File: src/hdl/bncu_pkg.sv
package bncu_pkg;

   localparam int NODE_COUNT     = 4;
   localparam int MAX_PARENTS    = 2;
   localparam int VALUE_BITS     = 2;
   localparam int IDX_BITS       = 2;
   localparam int PC_BITS        = 2;
   localparam int MAP_BITS       = PC_BITS + MAX_PARENTS * IDX_BITS;
   localparam int ADDR_BITS      = VALUE_BITS * (MAX_PARENTS + 1);
   localparam int TABLE_SIZE     = 1 << ADDR_BITS;
   localparam int VEC_BITS       = NODE_COUNT * VALUE_BITS;
   localparam int CARD_REG_BITS  = NODE_COUNT * VALUE_BITS;
   localparam int MAP_REG_BITS   = NODE_COUNT * MAP_BITS;
   localparam int PRIOR_BITS     = 16;
   localparam int RSP_COUNT_BITS = 16;
   localparam int TOTAL_BITS     = 3;
   localparam int CMD_BITS       = 2;
   localparam int CSR_INDEX_BITS = 2;
   localparam int CSR_DATA_BITS  = 24;

   localparam logic [CMD_BITS-1:0] CMD_OBSERVE = 2'd0;
   localparam logic [CMD_BITS-1:0] CMD_READ    = 2'd1;
   localparam logic [CMD_BITS-1:0] CMD_FILL    = 2'd2;

   localparam logic [CSR_INDEX_BITS-1:0] CSR_CARD  = 2'd0;
   localparam logic [CSR_INDEX_BITS-1:0] CSR_MAP   = 2'd1;
   localparam logic [CSR_INDEX_BITS-1:0] CSR_PRIOR = 2'd2;

   typedef struct packed {
      logic [CMD_BITS-1:0]   command;
      logic [VEC_BITS-1:0]   value_vector;
      logic [IDX_BITS-1:0]   read_node;
      logic [ADDR_BITS-1:0]  read_entry;
   } req_type;

   typedef struct packed {
      logic [TOTAL_BITS-1:0]     update_total;
      logic [RSP_COUNT_BITS-1:0] count_value;
      logic                      range_error;
      logic                      saturated;
   } rsp_type;

   typedef struct packed {
      logic [CARD_REG_BITS-1:0] card_minus_one;
      logic [MAP_REG_BITS-1:0]  parent_map;
   } cfg_type;

   typedef struct packed {
      logic hit;
      logic sat;
   } lane_stat_type;

endpackage

File: src/hdl/bncu_merge.sv
module bncu_merge #(
   parameter int COUNT_BITS = 16
) (
   input  logic [bncu_pkg::CMD_BITS-1:0]                        cmd,
   input  logic [bncu_pkg::IDX_BITS-1:0]                        rnode,
   input  logic [bncu_pkg::VEC_BITS-1:0]                        vec,
   input  bncu_pkg::cfg_type                                    cfg,
   input  logic [bncu_pkg::NODE_COUNT-1:0][COUNT_BITS-1:0]      lane_count,
   input  bncu_pkg::lane_stat_type [bncu_pkg::NODE_COUNT-1:0]   lane_stat,
   output bncu_pkg::rsp_type                                    rsp
);

   localparam int VB = bncu_pkg::VALUE_BITS;
   localparam int RB = bncu_pkg::RSP_COUNT_BITS;

   logic [COUNT_BITS-1:0] sel;
   logic [RB-1:0]         sel_ext;

   assign sel = lane_count[rnode];

   generate
      if (COUNT_BITS >= RB) begin : g_trunc
         assign sel_ext = sel[RB-1:0];
      end else begin : g_ext
         assign sel_ext = {{(RB-COUNT_BITS){1'b0}}, sel};
      end
   endgenerate

   always_comb begin
      logic [bncu_pkg::TOTAL_BITS-1:0] total;
      logic                            rerr;
      logic                            sat;
      total = '0;
      rerr  = 1'b0;
      sat   = 1'b0;
      for (int n = 0; n < bncu_pkg::NODE_COUNT; n++) begin
         total = total + bncu_pkg::TOTAL_BITS'(lane_stat[n].hit);
         sat   = sat | lane_stat[n].sat;
         if (vec[n*VB +: VB] > cfg.card_minus_one[n*VB +: VB]) begin
            rerr = 1'b1;
         end
      end
      rsp.update_total = total;
      rsp.saturated    = sat;
      rsp.range_error  = (cmd == bncu_pkg::CMD_OBSERVE) && rerr;
      rsp.count_value  = (cmd == bncu_pkg::CMD_READ) ? sel_ext : '0;
   end

endmodule
File: config.mk
export PLATFORM = sky130hd
export DESIGN_NAME = bncu_merge
export DESIGN_NICKNAME = d
export VERILOG_FILES = /design/src/hdl/bncu_pkg.sv /design/src/hdl/bncu_merge.sv
export SDC_FILE = /design/constraint.sdc
export NUM_CORES = 1
export LEC_CHECK = 0
export ABC_AREA = 1
export BUFFER_PORTS_ARGS = -buffer_cell sky130_fd_sc_hd__buf_2
export CAP_MARGIN = 0
export CORE_ASPECT_RATIO = 0.9
export CORE_MARGIN = 10
export CORE_UTILIZATION = 31
export DETAILED_ROUTE_END_ITERATION = 8
export PLACE_DENSITY = 0.95
export REMOVE_ABC_BUFFERS = 1
export SYNTH_ARGS = -nofsm -noshare
export SYNTH_HDL_FRONTEND = slang
export SYNTH_SLANG_ARGS = --single-unit
File: constraint.sdc
create_clock -name vclk -period 2
set_input_delay 0.4 -clock vclk [all_inputs]
set_output_delay 0.4 -clock vclk [all_outputs]
set_load 0.05 [all_outputs]
Word-level counts from Yosys, hierarchy flattened
Index checks and enable logic that the tools add are counted.
- flip-flop bits (word level): 0
- latch bits: 0
- memory bits (writable): 0
- ROM bits: 0
- input bits: 116
- output and inout port bits: 21
- word-level logic and storage cells: 21
- memories: 0
- add/sub/neg operators: 3
- multipliers: 0
- div/mod/pow operators: 0
- $lt $le $gt $ge: 5
- eq/ne operators: 1
- shifts and indexed selects: 0
- muxes and demuxes: 7
- bitwise gates (word level): 3
- reductions and logical operators: 2
- operators with widths (operator ; count):
    16-bit binary-select mux with 2-bit select ; 1
    16-bit 2-to-1 mux ; 2
    2-bit > comparator ; 4
    1-bit 2-to-1 mux ; 4
    2-bit by 1-bit adder with 3-bit output ; 1
    3-bit by 1-bit adder with 3-bit output ; 1
    2-bit by 3-bit < comparator with 1-bit output (second input constant) ; 1
    1-bit bitwise OR ; 3
    1-bit by 1-bit adder with 2-bit output ; 1
    2-bit by 1-bit == test with 1-bit output (second input constant) ; 1
    2-bit logical NOT ; 1
    1-bit logical AND ; 1

Depth between registers and ports, before layout
- word-level depth: 6
- depth in mapped cells: 9
- gate-level depth less buffers: 9

Worst setup path before layout
OpenSTA, ideal clock, no wires.
- kind: input to output
- start point: input port lane_stat[1] (netlist bit)
- end point: output port rsp[19] (netlist bit)
- arrival: 1.702 ns
- required time: 1.600 ns
- setup slack: -0.102 ns
- cell stages on the path: 5
- path buffers: 0
- cell sequence: inv_1 fa_1 inv_1 ha_1 ha_1
- RTL lines (item ; line ; RTL):
    start: declaration ; bncu_merge.sv:9 ; input bncu_pkg::lane_stat_type [bncu_pkg::NODE_COUNT-1:0] lane_stat,
    end: declaration ; bncu_merge.sv:10 ; output bncu_pkg::rsp_type rsp

==> impl_summary.txt <==
----------------------------------------------------
[Global routing]
  Combined global-route utilization of all metal layers ... 13.6%
  Remaining global-route overflow ... 0
  Initial antenna violation count ... 0
  Vias in the first global route ... 1429
  Maximum number of pins on one net before global-route repair ... 29
  Wire length of the first global-routing pass ... 6580 µm

[Layout]
  Clock buffers ... 0
  Flip-flop and latch area ... 0 µm²
  FF+latch count ... 0
  Nets ... 418
  Non-filler instance count after layout ... 329
  Design area ... 1540 µm²
  Share of cells above drive strength 1 ... 43.3%
  Signed area change from the synthesized netlist to the final layout ... 69.3%
  Count of antenna diodes in the layout ... 0

[Timing]
  Setup repair after global routing missed its margin ... true
  Final worst hold slack ... 1200 ps
  Setup_tns ... -50.1 ps
  Min setup slack post-route ... -50.1 ps
  Share of the cycle needed by the critical path after routing ... 103%
  Final Setup Violations ... 1
  F_max ... 488 MHz
  Tightest Pin Transition ... 264 ps
  Worst slew margin ... 82.5%
  Hold Vio Cnt, Final ... 0
  Minimum clock period ... 2050 ps
  Max-slew violation count ... 0

[Floorplan]
  Die width ... 77.2 µm
  Number of cell rows ... 18
  Die outline area ... 5510 µm²
  Initial standard-cell utilization of the core ... 32.7%
  Die height ... 71.5 µm
  IO Pins ... 137
  Floorplan Core Area ... 2790 µm²

[Route]
  Top layer in use ... met4
  Number of vias per cell ... 4.64
  Via count ... 1527
  Number of DRC violations after detailed routing ... 0
  WL final ... 4290 µm
  Routed met3 length ... 325 µm
  Number of nets still failing antenna checks after routing ... 0
  Routed wire length per instance ... 13.0 µm
  DRT Pass-1 Iters ... 4
  Wire length on met2 ... 2200 µm
  Iteration-0 DRC count of the detailed router ... 62
  Met1 Wirelength ... 1750 µm

[Logic synthesis]
  Number of warnings issued by yosys ... 0
  Distinct cells, synth ... 14
  Number of cells produced by synthesis ... 183
  Seq/Total Area, Yosys ... 0%
  Area of the mapped netlist ... 912 µm²
  Mean cell area of the mapped netlist ... 4.98 µm²

[Status]
  Result of the run ... finished, violations left
  Failing checks ... setup timing

[Worst setup path]
  Arrival time of data at the critical path endpoint ... 1650 ps
  Capturing element type of the critical path ... primary output
  Max FO, Critical Path ... 1
  Worst setup path class ... in -> out
  Startpoint type of the worst setup path ... input port
  Required time at the endpoint of the critical path ... 1600 ps

[Power]
  Static Leakage ... 0.933 nW
  Overall power after layout ... 0.000419 W
  Peak VDD IR ... 136 µV
  Power per cell area ... 271 nW/µm²

[Placed design]
  Post-Place Cells ... 329
  Cell area after placement ... 1490 µm²
  Port Buf Inserts ... 113
  Final weighted congestion in routability-driven placement ... 0.820
  HPWL after detailed placement ... 3580 µm

[Min path]
  Worst min-delay path class ... in -> out
  Hold path startpoint ... lane_stat[0]
  Worst hold path stage count ... 4
  Worst Hold Path EP ... rsp[0]

[Clock network]
  Count of buffers added by post-CTS timing repair for setup ... 0

[Flow run]
  Number of max-cap violations ... 0

----------------------------------------------------
-- layout make-up --
cell class         count  area, µm²
multi-input cells    148        747
inverters             24       92.6
repair buffers       117        654
fillers              312       1250
well taps             40       50.0
-- synth_stat cells --
| cell type | instances | share of area (%) |
|---|---|---|
| o21ai_1 | 30 | 16 |
| fa_1 | 1 | 2.2 |
| buf_4 | 5 | 4.1 |
| buf_6 | 5 | 6.2 |
| clkbuf_1 | 1 | 0.41 |
| nand2_1 | 20 | 8.2 |
| inv_1 | 22 | 9.1 |
| inv_4 | 1 | 0.69 |
| nor2_1 | 68 | 28 |
| or2_2 | 1 | 0.69 |
| inv_2 | 1 | 0.41 |
| o21ai_0 | 2 | 1.1 |
| ha_1 | 10 | 14 |
| a21oi_1 | 16 | 8.8 |
-- routing by layer --
metal	GRT usage (%)	vias up
li1	-	786
met1	15.4	677
met2	26.7	62
met3	2.62	2
met4	1.01	0
met5	0	-
-- power breakdown --
group          switching, W  internal [W]  total, W  leakage, nW
registers                 0             0         0            0
clock network             0             0         0            0
logic              0.000245      0.000174  0.000419        0.933
-- logic make-up (layout without fill, tap and decap cells) --
kind of cell / after synthesis / after routing / synth area share, %
fa+ha+maj: 11 / 11 / 15.9
simple gates: 89 / 89 / 36.9
compound gates: 48 / 48 / 26.3
buf+inv: 35 / 141 / 20.9
-- critical path, stage by stage --
cell and delay, ps:
buf_6 70, inv_2 30, fa_1 540, inv_2 50, ha_4 150, ha_4 260
buf_8 140
-- cell usage in the layout (no fill, tap or decap), types with 2 or more instances in the layout --
cell type,netlist,final
buf_2,0,107
nor2_1,68,68
o21ai_1,30,30
nand2_1,20,20
inv_1,22,19
a21oi_1,16,16
ha_1,10,8
inv_2,1,4
buf_6,5,3
buf_4,5,3
o21ai_0,2,2
ha_4,0,2
buf_12,0,2
-- worst max-delay path by stage --
stage                             from       to  slack, ps  cells past startpoint
after floorplan           lane_stat[1]  rsp[19]       -100                      5
after global placement    lane_stat[1]  rsp[19]       -170                      7
after detailed placement  lane_stat[1]  rsp[19]       -190                      7
after CTS                 lane_stat[7]  rsp[19]        -60                      7
after global routing      lane_stat[3]  rsp[19]        -90                      7
final                     lane_stat[3]  rsp[19]        -50                      7
-- per-stage QoR --
step                      setup slack [ps]  utilization [%]
final                                -50.1             55.3
after CTS                            -56.7             54.5
after floorplan                       -102                -
after global placement                -169             53.2
after detailed placement              -186             53.2
after global routing                 -90.6             55.3
-- what timing repair did --
action	in CTS	in global routing
setup endpoints to repair	3	8
pin swaps	3	3
hold buffers	0	0
cloned	0	0
hold endpoints to repair	0	0
resized for setup	9	6
No activity file was read; power rests on OpenSTA's default activity.
