File: config.mk
export PLATFORM = sky130hd
export DESIGN_NAME = bncu_lane
export DESIGN_NICKNAME = d
export VERILOG_FILES = /design/src/hdl/bncu_pkg.sv /design/src/hdl/bncu_lane.sv
export SDC_FILE = /design/constraint.sdc
export NUM_CORES = 2
export LEC_CHECK = 0
export BUFFER_PORTS_ARGS = -buffer_cell sky130_fd_sc_hd__buf_2
export CORE_ASPECT_RATIO = 0.8
export CORE_MARGIN = 1
export CORE_UTILIZATION = 56
export DETAILED_ROUTE_END_ITERATION = 12
export PLACE_DENSITY = 0.75
export REMOVE_ABC_BUFFERS = 1
export SLEW_MARGIN = 20
export SYNTH_ARGS = -nofsm -noshare
export SYNTH_HDL_FRONTEND = slang
export SYNTH_SLANG_ARGS = --single-unit
export TNS_END_PERCENT = 10
File: constraint.sdc
create_clock -name clock -period 6.18 [get_ports clock]
set_clock_uncertainty 0.1 [all_clocks]
set_input_delay 0.618 -clock clock [delete_from_list [all_inputs] [get_ports clock]]
set_output_delay 0.618 -clock clock [all_outputs]
set_load 0.05 [all_outputs]
File: src/hdl/bncu_pkg.sv
package bncu_pkg;

   localparam int NODE_COUNT     = 4;
   localparam int MAX_PARENTS    = 2;
   localparam int VALUE_BITS     = 2;
   localparam int IDX_BITS       = 2;
   localparam int PC_BITS        = 2;
   localparam int MAP_BITS       = PC_BITS + MAX_PARENTS * IDX_BITS;
   localparam int ADDR_BITS      = VALUE_BITS * (MAX_PARENTS + 1);
   localparam int TABLE_SIZE     = 1 << ADDR_BITS;
   localparam int VEC_BITS       = NODE_COUNT * VALUE_BITS;
   localparam int CARD_REG_BITS  = NODE_COUNT * VALUE_BITS;
   localparam int MAP_REG_BITS   = NODE_COUNT * MAP_BITS;
   localparam int PRIOR_BITS     = 16;
   localparam int RSP_COUNT_BITS = 16;
   localparam int TOTAL_BITS     = 3;
   localparam int CMD_BITS       = 2;
   localparam int CSR_INDEX_BITS = 2;
   localparam int CSR_DATA_BITS  = 24;

   localparam logic [CMD_BITS-1:0] CMD_OBSERVE = 2'd0;
   localparam logic [CMD_BITS-1:0] CMD_READ    = 2'd1;
   localparam logic [CMD_BITS-1:0] CMD_FILL    = 2'd2;

   localparam logic [CSR_INDEX_BITS-1:0] CSR_CARD  = 2'd0;
   localparam logic [CSR_INDEX_BITS-1:0] CSR_MAP   = 2'd1;
   localparam logic [CSR_INDEX_BITS-1:0] CSR_PRIOR = 2'd2;

   typedef struct packed {
      logic [CMD_BITS-1:0]   command;
      logic [VEC_BITS-1:0]   value_vector;
      logic [IDX_BITS-1:0]   read_node;
      logic [ADDR_BITS-1:0]  read_entry;
   } req_type;

   typedef struct packed {
      logic [TOTAL_BITS-1:0]     update_total;
      logic [RSP_COUNT_BITS-1:0] count_value;
      logic                      range_error;
      logic                      saturated;
   } rsp_type;

   typedef struct packed {
      logic [CARD_REG_BITS-1:0] card_minus_one;
      logic [MAP_REG_BITS-1:0]  parent_map;
   } cfg_type;

   typedef struct packed {
      logic hit;
      logic sat;
   } lane_stat_type;

endpackage

File: src/hdl/bncu_lane.sv
module bncu_lane #(
   parameter int NODE_ID    = 0,
   parameter int COUNT_BITS = 16
) (
   input  logic                     clock,
   input  logic                     reset,
   input  logic                     start,
   input  logic                     finish,
   input  logic                     clear,
   input  bncu_pkg::req_type        req,
   input  bncu_pkg::cfg_type        cfg,
   input  logic [COUNT_BITS-1:0]    fill_value,
   output logic [COUNT_BITS-1:0]    count,
   output bncu_pkg::lane_stat_type  stat
);

   localparam int AB = bncu_pkg::ADDR_BITS;
   localparam int VB = bncu_pkg::VALUE_BITS;
   localparam logic [COUNT_BITS-1:0] COUNT_MAX = '1;

   logic [COUNT_BITS-1:0] mem [bncu_pkg::TABLE_SIZE];
   logic [bncu_pkg::TABLE_SIZE-1:0] vld_ff;
   logic [COUNT_BITS-1:0] rd_ff;
   logic                  vsel_ff;
   logic [AB-1:0]         addr_ff;
   logic                  hit_ff;

   logic [bncu_pkg::MAP_BITS-1:0] map;
   logic [bncu_pkg::PC_BITS-1:0]  pc;
   logic [AB-1:0]                 idx;
   logic                          ok;
   logic [AB-1:0]                 addr_in;
   logic                          hit_in;
   logic                          at_max;
   logic                          wr_en;
   logic [COUNT_BITS-1:0]         wdata;

   assign map = cfg.parent_map[NODE_ID*bncu_pkg::MAP_BITS +: bncu_pkg::MAP_BITS];

   always_comb begin
      logic [bncu_pkg::IDX_BITS-1:0] par;
      logic [VB-1:0]                 pv;
      logic [VB-1:0]                 pcm1;
      logic [VB-1:0]                 own_v;
      logic [VB-1:0]                 own_cm1;
      logic [AB-1:0]                 radix;
      pc = map[bncu_pkg::PC_BITS-1:0];
      if (pc > bncu_pkg::PC_BITS'(bncu_pkg::MAX_PARENTS)) begin
         pc = bncu_pkg::PC_BITS'(bncu_pkg::MAX_PARENTS);
      end
      own_v   = req.value_vector[NODE_ID*VB +: VB];
      own_cm1 = cfg.card_minus_one[NODE_ID*VB +: VB];
      ok      = (own_v <= own_cm1);
      idx     = AB'(own_v);
      radix   = AB'(own_cm1) + AB'(1);
      par     = '0;
      pv      = '0;
      pcm1    = '0;
      for (int p = 0; p < bncu_pkg::MAX_PARENTS; p++) begin
         if (p < int'(pc)) begin
            par  = map[bncu_pkg::PC_BITS + p*bncu_pkg::IDX_BITS +: bncu_pkg::IDX_BITS];
            pv   = req.value_vector[par*VB +: VB];
            pcm1 = cfg.card_minus_one[par*VB +: VB];
            if (pv > pcm1) begin
               ok = 1'b0;
            end
            idx   = AB'(idx + AB'(radix * AB'(pv)));
            radix = AB'(radix * (AB'(pcm1) + AB'(1)));
         end
      end
   end

   assign hit_in  = (req.command == bncu_pkg::CMD_OBSERVE) && (pc != '0) && ok;
   assign addr_in = (req.command == bncu_pkg::CMD_READ) ? req.read_entry : idx;

   // unwritten entries read as the last fill value (zero after reset)
   assign count  = vsel_ff ? rd_ff : fill_value;
   assign at_max = (count == COUNT_MAX);
   assign wr_en  = finish && hit_ff;
   assign wdata  = at_max ? count : count + COUNT_BITS'(1);

   assign stat.hit = hit_ff;
   assign stat.sat = hit_ff && at_max;

   always_ff @(posedge clock) begin
      if (start) begin
         rd_ff   <= mem[addr_in];
         vsel_ff <= vld_ff[addr_in];
         addr_ff <= addr_in;
         hit_ff  <= hit_in;
      end
      if (wr_en) begin
         mem[addr_ff] <= wdata;
      end
   end

   always_ff @(posedge clock) begin
      if (reset) begin
         vld_ff <= '0;
      end else if (finish && clear) begin
         vld_ff <= '0;
      end else if (wr_en) begin
         vld_ff[addr_ff] <= 1'b1;
      end
   end

endmodule

After elaboration in Yosys (flattened, before gate mapping)

Memory sizes are Yosys's and may differ from the RTL's. A register that Yosys moved wholly into a read port is not among the register bits.
Cells that the tools add are included.

$add $sub $neg: 5
Multipliers: 3
$lt $le $gt $ge: 9
Eq/ne operators: 2
Shifts and indexed selects: 4
Muxes and demuxes: 17
Bitwise operators: 1
Reductions and logical operators: 9

Operators with widths:

| cell                    | count |
|---|---|
| $or A64 B64 Y64         | 1 |
| $mux W16                | 2 |
| $shiftx A8 B4 Y2        | 4 |
| $mux W6                 | 4 |
| $add A16 B1 Y16 const B | 1 |
| $eq A16 B16 Y1 const B  | 1 |
| $lt A6 B7 Y1 const B    | 2 |
| $mux W1                 | 8 |
| $add A2 B1 Y3 const B   | 2 |
| $add A2 B5 Y6           | 1 |
| $add A6 B6 Y6           | 1 |
| $bmux W1 S6             | 1 |
| $demux W1 S6            | 1 |
| $ge A6 B1 Y1 const B    | 1 |
| $logic_and A1 B1 Y1     | 6 |
| $mul A3 B3 Y6           | 1 |
| $mul A6 B2 Y6           | 1 |
| $mul A3 B2 Y5           | 1 |
| $gt A2 B2 Y1            | 2 |
| $lt A1 B2 Y1 const A    | 2 |
| $eq A2 B1 Y1 const B    | 1 |
| $gt A2 B2 Y1 const B    | 1 |
| $le A2 B2 Y1            | 1 |
| $logic_not A2 Y1        | 1 |
| other kinds (3)         | 3 |

Register bits: 72
Bits in writable memories: 1024
Output and inout bits: 18
Memories kept: 1

Memory list:

| memory | depth | width | read ports | clocked after memory_dff | write ports | line            | source |
|---|---|---|---|---|---|---|---|
| mem    | 64    | 16    | 1          | 1                        | 1           | bncu_lane.sv:21 | `logic [COUNT_BITS-1:0] mem [bncu_pkg::TABLE_SIZE];` |

Depth between registers and ports, before layout

Word-level depth: 10
Depth in mapped cells: 21
Gate-level depth less buffers: 19

Worst setup path before layout

No wires, ideal clock.

Path type: in2reg
From: input port cfg[2] in the netlist's numbering
To: register rd_ff[6], read port of mem, data pin
Setup time: 0.268 ns
Arrival: 5.454 ns
Data required time: 5.812 ns
Slack: 0.358 ns
Stages: 21
Cell sequence: mux4_2 > ha_1 > nand2_1 > fa_1 > inv_1 > ha_1 > fa_1 > nor3b_1 > fa_1 > ha_1 > xor2_1 > nand3_1 > and3_1 > buf_6 > clkbuf_1 > buf_2 > nor2_1 > a211oi_1 > o211ai_1 > a31oi_1 > o22ai_1

Cells in the longest elaborated chain, start to end: 8
Elaborated cells between the ends (all ways): 12
Those cells by class: 3 x add/sub; 3 x mul; 2 x shift; 4 x mux

RTL lines:

| item             | line            | source |
|---|---|---|
| start, declared  | bncu_lane.sv:11 | `input bncu_pkg::cfg_type cfg,` |
| $shiftx A8 B4 Y2 | bncu_lane.sv:63 | `pcm1 = cfg.card_minus_one[par*VB +: VB];` |
| $add A2 B1 Y3    | bncu_lane.sv:68 | `radix = AB'(radix * (AB'(pcm1) + AB'(1)));` |
| $mul A3 B3 Y6    | bncu_lane.sv:68 |  |
| $mux W6          | bncu_lane.sv:60 | `if (p < int'(pc)) begin` |
| $mul A6 B2 Y6    | bncu_lane.sv:67 | `idx = AB'(idx + AB'(radix * AB'(pv)));` |
| $add A6 B6 Y6    | bncu_lane.sv:67 |  |
| $mux W6 *        | bncu_lane.sv:60 |  |
| $mux W6 *        | bncu_lane.sv:74 | `assign addr_in = (req.command == bncu_pkg::CMD_READ) ? req.read_entry : idx;` |
| end, declared    | bncu_lane.sv:23 | `logic [COUNT_BITS-1:0] rd_ff;` |

Every way passes the cells marked *; elsewhere a longest branch is shown, timed or not.
A chain may end at the register's enable or synchronous reset.

Worst setup path in the final report

From: input port cfg[2] in the netlist's numbering
To: register rd_ff[2], read port of mem, data pin

Same word-level chain as after synthesis.

==> impl_results.md <==
- Gr ovfl total: 0
- Top achievable clock speed: roughly 0.17 GHz
- DIE AREA: ~82000 µm²
- Number of global-route vias before repair: 28076
- Effective utilization at floorplan: 0.5696
- Top cell type's share of synthesized area: 0.6956
- Post-Synth Simple-Gate Area: 0.1135
- Residual DRC count: 0
- Post-synthesis cell area: around 45000 µm²
- Tcrit/Tclk final: 0.9609
- Final GP Congestion: between 0.9 and 1
- Initial antenna violation count: 2
- Max incr delay on CP: ~630 ps
- Routed vias: approximately 29000
- Final setup violation count: 0
- # rows: 92
- CP cell instances: buf_2 -> mux4_2 -> ha_1 -> nand2_1 -> fa_1 -> inv_1 -> ha_1 -> fa_1 -> nor3b_2 -> fa_1 -> ha_1 -> buf_4 -> a21oi_1 -> xnor2_1 -> a21boi_4 -> inv_2 -> buf_4 -> nand2_4 -> a21oi_1 -> or4_1 -> o32ai_1
- Clk_lat worst skew: ~680 ps
- CTS H-tree depth: 3
- Pleak: around 18 nW
- Clk root buf: clkbuf_16
- Die Ht: around 260 µm
- Xor/xnor share of the synthesized area: 0.003678
- Crit path kind: in2reg
- CTS buffer count: between 90 and 100
- Startpoint Class: primary input
- Slowest CP cell: or4_1
- Syn. warnings: 0
- Postcts setup bufs: 0
- Ys async rst share: 0
- Buffers on Ports: between 60 and 70
- Maximum vdd drop: roughly 0.38 mV
- Seq/Total Area, Yosys: 0.7239
- Outcome: completed
- Cts hold-fix bufs: 0
- Dominant cell type by area after synthesis: edfxtp_1
- Worst Path Arrival: around 6300 ps
- Width of the chip: about 320 µm
- Max_cap viols: 0
- Hold WS: ~220 ps
- Worst-margin pin slew: about 1200 ps
- Worst hold path type: in2reg
- Detail Route Antenna Nets: 0
- Crit-path leading delay family: adder cells
- Final nets: 3492
- Drt total wl: 122.2 mm
- Slew HR: 0.2018
- Clk slew on worst S/H paths: 70 ps
- Compound-Gate Fraction of Synth Area: 0.07564
- Share of post-route cells with drive strength above 1: 0.1672
- DR WL/cell: about 27 µm
- Worst-path fanout max: 16
- Number of flops mapped to enable cells by yosys: roughly 1000
- Clk buf depth: 3
- Synthesized netlist cell count: 3171
- Worst setup EP type: flip-flop
- Final min period: a little under 6000 ps
- Count of cell types in the netlist: 66
- Final cell area excluding filler cells: a little over 50000 µm²
- Critical path required time: 6550 ps
- Seq cells post-synth: 1112
- Initial DRC Count: ~4400
- Num ports: 89
- First-pass DRT Iterations: 6
- FF/Latch Area: between 30000 and 40000 µm²
- Main combinational cell family by area after synthesis: simple AND/OR/NAND/NOR gates
- Synth top area cells: edfxtp_1 (70%), nand2_1 (5.3%), mux4_2 (3.1%)
- Sink Count: between 1000 and 1500
- RSZ-0062 raised after global routing: false
- PD cells: 419.2 nW/µm²
- Max-slew violation count: 0
- Synth top cells by count: edfxtp_1 (1048), nand2_1 (642), nand3_1 (222)
- Fillers: roughly 5400
- Largest net degree at the start of global routing: 92
- Total GRT Usage: 0.2969
- CTS tree: built
- Final Hold Violating Endpoints: 0
- Dpl cell area: roughly 48000 µm²
- Core Box Area: between 70000 and 80000 µm²
- Ys flop type: edfxtp_1
- Syn-to-layout area delta: 14.25%
- Mux contribution to synthesized area: 0.04950
- Mean Syn Cell Area: roughly 14 µm²
- Post-synthesis adder-cell area fraction: 0.01062
- Final HPWL DP: between 70 and 80 mm
- Worst path bufs/invs: 5
- First-pass GRT wire length: 180.2 mm
- Area of the multi-input gates: about 12000 µm²
- Top-count cell post-synth: edfxtp_1
- Vias per std cell: between 6 and 7
==> worst register-to-register path, delay by kind of cell, from the launching register on <==
family          cells  cell delay, ps
compound gates      2             580
xor+xnor            1             240
buf+inv             3            1110
mux                 1             620
simple gates        4            1140
flops               1             740
==> power by group <==
part | internal, mW | total, mW | switching, mW
clock | 3.50 | 6.19 | 2.70
sequential | 9.51 | 9.59 | 0.0740
combinational | 1.70 | 5.89 | 4.19
total | 14.7 | 21.7 | 6.96
==> sequential cells by signal, summed over array words and instances (netlist names) <==
signal   count
rd_ff       16
vsel_ff      1
addr_ff      6
hit_ff       1
vld_ff      64
mem       1024
==> final timing paths <==
kind | from | to | slack (ps) | cells after the start
worst max-delay path | cfg[2] | rd_ff[2] | 240 | 21
worst max register to register | vsel_ff | mem[50][9] | 1300 | 11
worst min-delay path | reset | vld_ff[4] | 220 | 3
worst min register to register | vld_ff[58] | vld_ff[58] | 360 | 1
==> area by class of cell <==
cell class,count,area share
antenna,1,0.00004841
clock buffer,129,0.05212
clock inverter,58,0.01065
inverter,25,0.002082
multi-input combinational,1828,0.2248
sequential,1112,0.6336
tap,1034,0.02503
timing repair buffer,322,0.05159
==> stage by stage <==
step                      setup TNS (ps)  setup WS, ps  power (mW)    util  std cells
after floorplan                  -224920        -12630       12.93       -       2965
after global placement             -4796        -409.5       15.25  0.6090       4319
after detailed placement           -6237        -520.9       15.45  0.6093       4320
after CTS                              0         158.9       21.54  0.6502       4507
after global routing                   0         26.65       22.26  0.6507       4508
final                                  0         241.4       21.67  0.6508       4509
==> repair_timing <==
action                                  4_1_cts  5_1_grt
endpoints found under the setup margin        0        6
endpoints found under the hold margin         0        0
gates resized for setup                       0        2
==> kinds of logic (layout without fill, tap and decap cells) <==
| family | count (synthesis) | in the layout |
|---|---|---|
| buf+inv | 231 | 534 |
| simple gates | 1150 | 1150 |
| xor+xnor | 19 | 19 |
| mux | 144 | 144 |
| other cells | 0 | 1 |
| fa+ha+maj | 33 | 33 |
| compound gates | 482 | 482 |
| flops | 1112 | 1112 |
==> placed cells by master, fill, tap and decap left out, drive strengths merged, types with 16 or more instances in the layout <==
cell | Yosys | layout
o21a | 64 | 64
nand3 | 222 | 222
nor2 | 86 | 86
mux2i | 67 | 67
or4 | 16 | 16
edfxtp | 1048 | 1048
clkinv | 1 | 44
o31ai | 16 | 16
ha | 24 | 24
nand2 | 647 | 647
mux4 | 62 | 62
a211oi | 94 | 94
o22ai | 23 | 23
clkbuf | 81 | 129
a31oi | 73 | 73
a21oi | 101 | 101
and3 | 96 | 96
o32ai | 29 | 29
dfxtp | 64 | 64
a22o | 17 | 17
nor3 | 21 | 21
buf | 125 | 322
inv | 24 | 27
==> routing by layer <==
| layer | routed length [µm] | part of all wire | GRT usage |
|---|---|---|---|
| met5 | 9 | 0.000074 | 0 |
| met3 | 16280 | 0.13 | 0.07567 |
| met1 | 47370 | 0.39 | 0.4353 |
| met2 | 54670 | 0.45 | 0.4391 |
| met4 | 3913 | 0.032 | 0.09241 |
No activity file was read; power rests on OpenSTA's default activity.
